### config.mk
export PLATFORM = sky130hd
export DESIGN_NAME = ypvt_cordic_cell
export DESIGN_NICKNAME = d
export VERILOG_FILES = /design/src/rtl/yaw_pitch_view_transform_unit_assert.svh /design/src/rtl/ypvt_pkg.sv /design/src/rtl/ypvt_cordic_cell.sv
export SDC_FILE = /design/constraint.sdc
export NUM_CORES = 1
export LEC_CHECK = 0
export CORE_ASPECT_RATIO = 0.75
export CORE_MARGIN = 4
export CORE_UTILIZATION = 23
export CTS_CLUSTER_SIZE = 12
export DETAILED_ROUTE_END_ITERATION = 10
export DONT_BUFFER_PORTS = 1
export SLEW_MARGIN = 20
export SYNTH_ARGS = -nofsm -noshare
export SYNTH_HDL_FRONTEND = slang
export SYNTH_SLANG_ARGS = --single-unit
### constraint.sdc
create_clock -name clk -period 2.8 [get_ports clk]
set_input_delay 0.14 -clock clk [delete_from_list [all_inputs] [get_ports clk]]
set_output_delay 0.14 -clock clk [all_outputs]
set_load 0.005 [all_outputs]
### src/rtl/yaw_pitch_view_transform_unit_assert.svh
// Assertion macros used by the view transform top-level module.
// Each macro expects signals named clk and rst_n in the module that uses it.
`ifndef YAW_PITCH_VIEW_TRANSFORM_UNIT_ASSERT_SVH
`define YAW_PITCH_VIEW_TRANSFORM_UNIT_ASSERT_SVH

// Same-cycle implication.
`define YPVT_ASSERT_IMPL(name, pre, post, msg) \
  name: assert property (@(posedge clk) disable iff (!rst_n) (pre) |-> (post)) \
    else $error(msg);

// Next-cycle implication.
`define YPVT_ASSERT_NEXT(name, pre, post, msg) \
  name: assert property (@(posedge clk) disable iff (!rst_n) (pre) |=> (post)) \
    else $error(msg);

`endif

### src/rtl/ypvt_pkg.sv
package ypvt_pkg;

  // CORDIC datapath: 32-bit-per-turn angles, Q2.30 vectors, two guard bits.
  localparam int CORDIC_STEPS = 16;
  localparam int CORDIC_W     = 34;
  localparam int TRIG_W       = 16;
  localparam int CFG_IDX_W    = 3;

  localparam logic signed [CORDIC_W-1:0] CORDIC_START = 34'sd652032874;

  localparam logic [CFG_IDX_W-1:0] REG_CAM_POS_X   = 3'd0;
  localparam logic [CFG_IDX_W-1:0] REG_CAM_POS_Y   = 3'd1;
  localparam logic [CFG_IDX_W-1:0] REG_CAM_POS_Z   = 3'd2;
  localparam logic [CFG_IDX_W-1:0] REG_YAW_ANGLE   = 3'd3;
  localparam logic [CFG_IDX_W-1:0] REG_PITCH_ANGLE = 3'd4;

  typedef struct packed {
    logic signed [CORDIC_W-1:0] x;
    logic signed [CORDIC_W-1:0] y;
    logic signed [CORDIC_W-1:0] z;
    logic                       fold;
  } cordic_t;

  typedef struct packed {
    cordic_t yaw;
    cordic_t pitch;
  } trig_pair_t;

  // Arctangent of 2^-step in units of 2^32 per turn.
  function automatic logic [CORDIC_W-1:0] atan_turn(input int step);
    logic [CORDIC_W-1:0] a;
    case (step)
      0:       a = 34'h020000000;
      1:       a = 34'h012E4051E;
      2:       a = 34'h009FB385B;
      3:       a = 34'h0051111D4;
      4:       a = 34'h0028B0D43;
      5:       a = 34'h00145D7E1;
      6:       a = 34'h000A2F61E;
      7:       a = 34'h000517C55;
      8:       a = 34'h00028BE53;
      9:       a = 34'h000145F2F;
      10:      a = 34'h0000A2F98;
      11:      a = 34'h0000517CC;
      12:      a = 34'h000028BE6;
      13:      a = 34'h0000145F3;
      14:      a = 34'h00000A2FA;
      15:      a = 34'h00000517D;
      default: a = '0;
    endcase
    return a;
  endfunction

endpackage

### src/rtl/ypvt_cordic_cell.sv
module ypvt_cordic_cell #(
  parameter int STEP        = 0,
  parameter int COORD_WIDTH = 32
) (
  input  logic                        clk,
  input  logic                        rst_n,
  input  logic                        adv,
  input  logic                        valid_in,
  input  logic signed [COORD_WIDTH:0] dx_in,
  input  logic signed [COORD_WIDTH:0] dy_in,
  input  logic signed [COORD_WIDTH:0] dz_in,
  input  ypvt_pkg::trig_pair_t        trig_in,
  output logic                        valid_out,
  output logic signed [COORD_WIDTH:0] dx_out,
  output logic signed [COORD_WIDTH:0] dy_out,
  output logic signed [COORD_WIDTH:0] dz_out,
  output ypvt_pkg::trig_pair_t        trig_out
);

  localparam logic signed [ypvt_pkg::CORDIC_W-1:0] ATAN =
    $signed(ypvt_pkg::atan_turn(STEP));

  // One micro-rotation: turn toward zero residual angle.
  function automatic ypvt_pkg::cordic_t rotate(input ypvt_pkg::cordic_t c);
    ypvt_pkg::cordic_t          r;
    logic signed [ypvt_pkg::CORDIC_W-1:0] xs;
    logic signed [ypvt_pkg::CORDIC_W-1:0] ys;
    xs = $signed(c.x) >>> STEP;
    ys = $signed(c.y) >>> STEP;
    r.fold = c.fold;
    if (!c.z[ypvt_pkg::CORDIC_W-1]) begin
      r.x = c.x - ys;
      r.y = c.y + xs;
      r.z = c.z - ATAN;
    end else begin
      r.x = c.x + ys;
      r.y = c.y - xs;
      r.z = c.z + ATAN;
    end
    return r;
  endfunction

  logic                 valid_r;
  ypvt_pkg::trig_pair_t trig_r;
  ypvt_pkg::trig_pair_t trig_nxt;
  logic signed [COORD_WIDTH:0] dx_r, dy_r, dz_r;

  always_comb begin
    trig_nxt.yaw   = rotate(trig_in.yaw);
    trig_nxt.pitch = rotate(trig_in.pitch);
  end

  always_ff @(posedge clk) begin
    if (!rst_n) begin
      valid_r <= 1'b0;
    end else if (adv) begin
      valid_r <= valid_in;
    end
  end

  always_ff @(posedge clk) begin
    if (adv) begin
      trig_r <= trig_nxt;
      dx_r   <= dx_in;
      dy_r   <= dy_in;
      dz_r   <= dz_in;
    end
  end

  assign valid_out = valid_r;
  assign trig_out  = trig_r;
  assign dx_out    = dx_r;
  assign dy_out    = dy_r;
  assign dz_out    = dz_r;

endmodule

==> reports/metrics.csv <==
metric,value,unit
clock sinks,304,
Port Buffers,0,
Initial Util,0.2332,
hold depth,0,
die outline width,356.7,um
slew margin rel.,0.3700,
Tcrit/Tclk final,0.9473,
post-synthesis cell count,2157,
clk_lat worst skew,570,ps
post-synthesis cell area,20980,um2
total negative slack,0,ps
Hold Path Sink,trig_out[49]$_DFFE_PP_,
CTS tree,yes,
Pwr Density,545.8,nW/um2
synth unique cells,78,
worst path required time,3240,ps
Leak,11.21,nW
crit path capture type,flop,
Critical Path Start Type,primary input,
Max VDD drop,513.2,uV
share of flip-flops with an asynchronous set or reset,0,
critical path peak fanout,7,
Max Cap Viol,0,
WHS,-313.9,ps
core footprint,89980,um2
Least-Margin Pin Slew,945.0,ps
max frequency,377.0,MHz
Post-DP HPWL,73.36,mm
syn avg cell area,9.726,um2
post-CTS setup buffers,0,
GPL Wtd Cong,0.9475,
Die Y,269.6,um
"Slew Viols, Final",0,
"Seq/Total Area, Yosys",0.4347,
Area contributors post-synth,"edfxtp_1, ha_1, a21oi_1",
post-DR wirelength/cell,23.90,um
first-pass GRT wire length,129.3,mm
Worst Reg2Reg Path Length in Cells,3,
Residual DRC,0,
clock-pin slew on the worst setup and hold paths,60,ps
initial DRC count,2340,
"flops & latches, synth",304,
"Setup violations, final",0,
hold_sp,adv,
most frequent cells in the layout,"buf_4, edfxtp_1, a21oi_1, inv_1, ha_1",
"Cell Area, Placed",24500,um2
initial antenna violation count,7,
RSZ-0062 raised after global routing,false,
Clock Tree Buf Depth,3,
CTS Hold Bufs,183,
Synth Flop Type,edfxtp_1,
# H-tree levels,2,
Crit Path Class,primary input to flop,
die area,96160,um2
vias,19052,
"most common cell after layout, fill and taps aside",buf_4,
r2r startpoint,valid_out$_SDFFE_PN0P_,
post-synth net total,2678,
"EDFF count, synth",303,
drt first pass iters,5,
CTS Root Buffer Type,clkbuf_16,
Hold WC Path Type,primary input to flop,
critical register-to-register path endpoint,valid_out$_SDFFE_PN0P_,
All-Layer GR Usage,0.1816,
R2R Setup Slk,1600,ps
row count,95,
Synth top area share,0.4337,
status,"complete, but fails checks",
Via density,4.958,
clock skew,0,ps
yosys warns,0,
total gr overflow,0,
final WL,91.85,mm
CTS buffer count,37,
post-synth top area cell,edfxtp_1,
"Hold Vio Cnt, Final",70,
failing checks,hold timing,
crit path time final,2653,ps
# IOs,615,
nets,3125,
post-route ant nets,0,
CP arrival,3090,ps
Syn-to-layout area delta,31.35,%
Fillers,9295,
vias in the first global route,17746,
largest net degree at the start of global routing,305,
layout cells sized above 1,0.1535,
fin area,27560,um2
[cell families after synthesis]
| logic type | Yosys count | share of synthesized area |
|---|---|---|
| muxes | 20 | 0.009542 |
| AOI/OAI and AO/OA | 681 | 0.2009 |
| DFF | 304 | 0.4347 |
| adders and majority gates | 212 | 0.1293 |
| buffers and inverters | 308 | 0.05672 |
| xor gates and xnor gates | 131 | 0.05469 |
| and+or+nand+nor | 501 | 0.1142 |
[layer usage]
layer	routed length, um	vias to the layer above	part of all wire	track usage
met4	2076	2	0.023	0.04228
li1	-	8689	-	-
met1	41320	9264	0.45	0.2642
met5	16	-	0.00017	0
met3	10880	102	0.12	0.06088
met2	37560	995	0.41	0.2570
[critical path: stages]
cell and delay, ps:
inv_1 30, ha_1 410, buf_4 180, o21ai_0 70, a21oi_1 290, o21ai_0 160, buf_4 180, o211ai_1 350
a21oi_1 180, o21ai_0 330, a21oi_1 160, or2_2 290, o211ai_1 160, buf_4 150
[per-stage QoR]
stage	power [W]	utilization	hold slack (ps)	std cells	setup slack [ps]
after floorplan	0.008109	-	238.9	2157	36.45
after global placement	0.009984	0.2723	238.9	3594	-333.3
after detailed placement	0.009975	0.2723	238.9	3594	-340.1
after CTS	0.01512	0.3059	-349.6	3838	264.2
after global routing	0.01573	0.3061	-338.9	3838	46.06
final	0.01504	0.3062	-313.9	3843	147.5
[worst max path at each step]
stage | slack [ps] | cells past startpoint | start | endpoint
after floorplan | 40 | 11 | trig_in[35] | trig_out[61]$_DFFE_PP_
after global placement | -330 | 13 | trig_in[43] | trig_out[68]$_DFFE_PP_
after detailed placement | -340 | 12 | trig_in[138] | trig_out[168]$_DFFE_PP_
after CTS | 260 | 13 | trig_in[142] | trig_out[169]$_DFFE_PP_
after global routing | 50 | 13 | trig_in[142] | trig_out[169]$_DFFE_PP_
final | 150 | 14 | trig_in[38] | trig_out[102]$_DFFE_PP_
[cell usage after synthesis (41+ instances only)]
cell type,instances
nor2_1,168
a21oi_1,254
xnor2_1,112
o21ai_0,145
nand2_1,104
inv_1,209
clkbuf_1,52
a21o_1,42
o21bai_1,41
edfxtp_1,303
nor3_1,46
ha_1,204
[timing repair]
item | CTS | global route
setup endpoints to repair | 0 | 1
endpoints found under the hold margin | 548 | 108
gates resized for setup | 0 | 2
[state kept, by name, summed over array words and instances, names as in the netlist]
signal and flops:
trig_out 204, dx_out 33, dz_out 33, dy_out 33, valid_out 1
[area by class of cell]
type,count,area [um2],area share
antenna,5,12.51,0.0004541
clock buffer,42,944.7,0.03428
clock inverter,19,211.5,0.007674
inverter,217,814.5,0.02956
multi-input combinational,1545,10690,0.3878
sequential,304,9119,0.3309
tap,1212,1516,0.05503
timing repair buffer,499,4252,0.1543
[report_power, final]
| group | switching (W) | total, W | internal [W] | leakage (nW) |
|---|---|---|---|---|
| sequential | 0.000525 | 0.00628 | 0.00575 | 2.97 |
| combinational | 0.00221 | 0.00397 | 0.00177 | 7.69 |
| clock | 0.00215 | 0.00479 | 0.00264 | 0.547 |
| total | 0.00488 | 0.0150 | 0.0102 | 11.2 |
No activity file was read; power rests on OpenSTA's default activity.
